<file path="src/rtl/btlca_ram.sv">
module btlca_ram #(
   parameter int WIDTH = 8,
   parameter int DEPTH = 16,
   localparam int AW = (DEPTH > 1) ? $clog2(DEPTH) : 1
) (
   input  logic             clock,
   input  logic             wr_en,
   input  logic [AW-1:0]    wr_addr,
   input  logic [WIDTH-1:0] wr_data,
   input  logic [AW-1:0]    rd_addr,
   output logic [WIDTH-1:0] rd_data
);

   logic [WIDTH-1:0] mem [DEPTH];

   always_ff @(posedge clock) begin
      if (wr_en) begin
         mem[wr_addr] <= wr_data;
      end
      rd_data <= mem[rd_addr];
   end

endmodule

</file>
<file path="config.mk">
export PLATFORM = sky130hd
export DESIGN_NAME = btlca_ram
export DESIGN_NICKNAME = d
export VERILOG_FILES = /design/src/rtl/btlca_ram.sv
export SDC_FILE = /design/constraint.sdc
export NUM_CORES = 1
export LEC_CHECK = 0
export BUFFER_PORTS_ARGS = -buffer_cell sky130_fd_sc_hd__buf_2
export CORE_UTILIZATION = 35
export CTS_BUF_LIST = sky130_fd_sc_hd__clkbuf_8
export DETAILED_ROUTE_END_ITERATION = 10
export PLACE_DENSITY = 0.61
export SLEW_MARGIN = 15
export SYNTH_ARGS = -nofsm -noshare
export SYNTH_HDL_FRONTEND = slang
export SYNTH_SLANG_ARGS = --single-unit
</file>
<file path="constraint.sdc">
create_clock -name clock -period 2.9 [get_ports clock]
set_input_delay 0.29 -clock clock [delete_from_list [all_inputs] [get_ports clock]]
set_output_delay 0.29 -clock clock [all_outputs]
set_load 0.005 [all_outputs]
</file>
; Word-level counts from Yosys, hierarchy flattened
; Memory sizes are Yosys's and may differ from the RTL's. A register that Yosys moved wholly into a read port is not among the register bits.
; Cells that the tools add are included.
[word_totals]
latchBits = 0
reg_bits = 0
memories = 1
output_inout_bits = 8
input_bits = 18
mem_bits_ro = 0
ramBits = 128
[memory_table]
columns = name, depth, width, read_ports, rd_ports_with_merged_regs, write_ports, line
row1 = mem, 16, 8, 1, 1, 1, 14  ; logic [WIDTH-1:0] mem [DEPTH];
[classes]
magnitude_cmp = 0
mul = 0
bitwise = 0
addsub = 0
mux = 2
n_eq_ne = 0
shifts = 0
reduce_logical = 0
div = 0
[op_table]
columns = cell, n
row1 = two-way mux 1 bit, 2

; Logic depth before layout (Yosys ltp)
[logic_depth]
depth_word = 2
depth_mapped = 5
depth_no_buf = 3

; Least setup slack after synthesis
; No wires, ideal clock.
[synth_path]
kind = input to register
from = input port wr_addr[2]
to = memory mem[0][0] (enable)
path_slack_ps = 1117
arrival_ps = 1400
cell_stages = 2
cell_sequence = or3b_2 -> nor3_1
[synth_lines]
columns = item, line
row1 = "start, declared", 8  ; input logic [AW-1:0] wr_addr,
row2 = "end, declared", 14
; No word-level cell before the write port.

==> results_tabular.tex <==
\begin{tabular}{lr}
\hline
Metric & Value \\
\hline
\multicolumn{2}{l}{\textbf{Outcome}} \\
\quad Run status & finished clean \\
\multicolumn{2}{l}{\textbf{Placement}} \\
\quad Post-DP HPWL & 6.21 mm \\
\quad Routability cong. & 0.691 \\
\quad Placed standard-cell area & 0.00549 mm² \\
\quad Worst setup timing slack at the placement stage & 0.732 ns \\
\quad \# placed instances & 435 \\
\quad Number of buffers inserted by port buffering & 25 \\
\multicolumn{2}{l}{\textbf{Clock network}} \\
\quad Hold bufs inserted after CTS & 0 \\
\quad Later-pin clock latency in the skew report & 0.44 ns \\
\quad Count of H-tree levels built during CTS & 4 \\
\quad Maximum clock insertion buffer count & 2 \\
\quad Num CTS Buffers & 17 \\
\quad Post-CTS repair timing setup buffer count & 0 \\
\quad Post\_cts resized & 0 \\
\quad Sink count of the clock tree & 136 \\
\quad TritonCTS clock tree & yes \\
\quad Worst-path clk slew & 0.08 ns \\
\quad CTS root buf & sky130\_fd\_sc\_hd\_\_clkbuf\_8 \\
\multicolumn{2}{l}{\textbf{Cells and area}} \\
\quad Finished Layout Cells & 467 \\
\quad Post-synthesis to final-layout area growth & 15.4\% \\
\quad Design Area, Final & 0.00594 mm² \\
\quad \# diodes & 0 \\
\quad Post-layout net count & 292 \\
\quad Area taken by multi-input logic gates & 0.00106 mm² \\
\quad Proportion of layout cells with a drive suffix above 1 & 30.0\% \\
\quad Layout Utilization & 42.1\% \\
\quad Count of filler cells inserted in the layout & 1263 \\
\quad Footprint of the flip-flops and latches & 0.00400 mm² \\
\multicolumn{2}{l}{\textbf{Global routing}} \\
\quad Antenna violations before repair & 0 \\
\quad Remaining Overflow, GRT & 0 \\
\quad Global routing usage summed across all routing layers & 14.7\% \\
\quad Largest net degree at the start of global routing & 33 \\
\quad Wire length of the first global-routing pass & 15.0 mm \\
\quad Via count of the first global-routing pass & 2553 \\
\multicolumn{2}{l}{\textbf{STA}} \\
\quad Setup repair after global routing missed its margin & false \\
\quad Final number of max-transition violations & 0 \\
\quad Worst slew margin relative to its limit & 38.8\% \\
\quad Clock skew after layout & 0.0131 ns \\
\quad Worst slack on hold paths & 0.239 ns \\
\quad Setup slack after layout & 1.24 ns \\
\quad Final min period & 1.66 ns \\
\quad Fmax achieved & 602 MHz \\
\quad Setup violators final & 0 \\
\quad Worst-Margin Slew & 0.914 ns \\
\quad Final hold violation count & 0 \\
\quad Sum Neg Setup Slack & 0 ns \\
\quad Share of the clock period used by the worst path after layout & 57.2\% \\
\multicolumn{2}{l}{\textbf{Power and ir drop}} \\
\quad Lkg Pwr & 1.98 nW \\
\quad Total design power & 4.10 mW \\
\quad Areal power density over the cells & 691 mW/mm² \\
\quad Maximum resistive drop on vdd & 0.000636 V \\
\multicolumn{2}{l}{\textbf{Critical path}} \\
\quad Critical Path Source & rd\_addr[0] \\
\quad WP buf/inv & 2 \\
\quad Data arrival time of the worst path & 1.97 ns \\
\quad Kind of critical path & in2reg \\
\quad Top delay family on crit path & buffers and inverters \\
\quad Critical path startpoint category & input port \\
\quad CP cell instances & buf\_2, buf\_4, mux4\_1, a22oi\_1, nand2\_1 \\
\quad Reg2reg path depth & 3 \\
\quad Crit. path cell count & 5 \\
\quad Slowest stage cell on the critical path & sky130\_fd\_sc\_hd\_\_mux4\_1 \\
\quad Timing endpoint of the critical path & rd\_data[1] \\
\quad Crit Path Max Fanout & 17 \\
\quad Worst setup slack for register-to-register paths & 1.51 ns \\
\quad Kind of capture point of the worst setup path & flop \\
\quad Startpoint of the lowest-slack register-to-register path & mem[10][2] \\
\quad Destination of the worst register-to-register timing path & rd\_data[2] \\
\quad Stage delay of the slowest cell on the critical path & 0.61 ns \\
\quad Required @ worst endpoint & 3.21 ns \\
\multicolumn{2}{l}{\textbf{Drt}} \\
\quad DRT antenna net count & 0 \\
\quad Number of vias after detailed routing & 2374 \\
\quad \# DRC & 0 \\
\quad Average wire per cell in the routed design & 21.1 µm \\
\quad Starting DRC count in detailed routing & 92 \\
\quad Via density per instance & 5.08 \\
\quad WL final & 9.86 mm \\
\quad Count of TritonRoute iterations in the first routing pass & 4 \\
\multicolumn{2}{l}{\textbf{Hold path}} \\
\quad Hold Crit Depth & 1 \\
\quad Startpoint of the lowest-slack hold path & wr\_data[5] \\
\quad Type of the worst min-delay path & in2reg \\
\multicolumn{2}{l}{\textbf{Floorplanning}} \\
\quad IO Pins & 26 \\
\quad Width of the chip & 123 µm \\
\quad Height of the die & 123 µm \\
\quad Initial standard-cell utilization of the core & 36.5\% \\
\quad Number of placement rows & 43 \\
\quad Total die area & 0.0152 mm² \\
\quad Core area & 0.0141 mm² \\
\multicolumn{2}{l}{\textbf{Yosys}} \\
\quad Post-synth top area cell & sky130\_fd\_sc\_hd\_\_edfxtp\_1 \\
\quad Net count after synthesis & 247 \\
\quad Seq/Total Area, Yosys & 77.8\% \\
\quad Fraction of synthesized cell area taken by the top area cell type & 74.7\% \\
\quad Netlist area before placement & 0.00515 mm² \\
\quad Synthesized instance count & 229 \\
\quad Synthesis-stage register bit count & 136 \\
\quad Synth Warn \# & 0 \\
\quad Unique cell type count in the Yosys netlist & 19 \\
\quad Synthesized area per cell & 22.5 µm² \\
\quad Largest cells by area after synthesis & sky130\_fd\_sc\_hd\_\_edfxtp\_1 75\%, sky130\_fd\_sc\_hd\_\_mux4\_2 7.9\%, sky130\_fd\_sc\_hd\_\_mux4\_1 7.1\%, sky130\_fd\_sc\_hd\_\_dfxtp\_1 3.1\%, sky130\_fd\_sc\_hd\_\_a22oi\_1 2.3\% \\
\multicolumn{2}{l}{\textbf{Flow run}} \\
\quad MaxCap Viol Count & 0 \\
\hline
\end{tabular}
[registers in the layout (all words and copies together) (netlist names)]
register,cells
rd_data,8
mem,128
[worst min-delay path by stage]
| stage | to | slack, ns |
|---|---|---|
| after global placement | rd_data[0] | 0.66 |
| final | mem[6][5] | 0.24 |
| after detailed placement | rd_data[0] | 0.68 |
| after CTS | mem[15][4] | 0.22 |
| after floorplan | mem[0][0] | 0.39 |
| after global routing | mem[5][7] | 0.23 |
[power by group]
group          switching [mW]  internal (mW)  leakage, nW  total (mW)
clock network           0.733          0.968        0.225        1.70
registers              0.0139           2.19         1.22        2.21
logic                   0.112         0.0821        0.528       0.194
total                   0.859           3.25         1.98        4.10
[synthesized netlist by cell type (all sizes together)]
cell type,instances
or3b,1
nand2b,2
nor2,13
clkdlybuf4s25,3
nor2b,1
and2b,1
nor3,4
edfxtp,128
mux4,32
nand2,9
buf,7
nand3b,2
nand3,1
dfxtp,8
and2,1
a22oi,16
[layer usage]
layer	global-route usage [%]	wire, µm	vias up
met2	22.4	4720	44
met5	0	0	-
li1	-	-	1066
met1	20.2	4650	1250
met3	3.78	357	14
met4	5.65	136	0
[cells by family after synthesis]
| group | share of synthesized area, % |
|---|---|
| AOI/OAI and AO/OA | 2.33 |
| muxes | 15.0 |
| buffers and inverters | 1.68 |
| DFF | 77.8 |
| and+or+nand+nor | 3.18 |
[worst reg2reg max path, cell delays in order (launching register included)]
cell and delay [ns]:
sky130_fd_sc_hd__edfxtp_1 0.37, sky130_fd_sc_hd__mux4_1 0.51, sky130_fd_sc_hd__a22oi_1 0.30, sky130_fd_sc_hd__nand2_1 0.08
[final cells by class]
type / instances / area share (%)
Clock buffer: 18 / 4.17
Sequential cell: 136 / 67.4
Tap cell: 180 / 3.79
Multi-Input combinational cell: 83 / 17.8
Clock inverter: 14 / 3.33
Timing Repair Buffer: 36 / 3.50
[cell usage in the layout (no fill, tap or decap), drive strengths merged]
master,Yosys,routed
clkinvlp,0,1
edfxtp,128,128
and2,1,1
nand2,9,9
inv,0,4
clkbuf,0,18
a22oi,16,16
nor2b,1,1
nand3b,2,2
clkinv,0,5
or3b,1,1
mux4,32,32
nand3,1,1
nor3,4,4
buf,7,36
bufinv,0,4
nand2b,2,2
dfxtp,8,8
nor2,13,13
and2b,1,1
(Power assumes the default switching activity.)
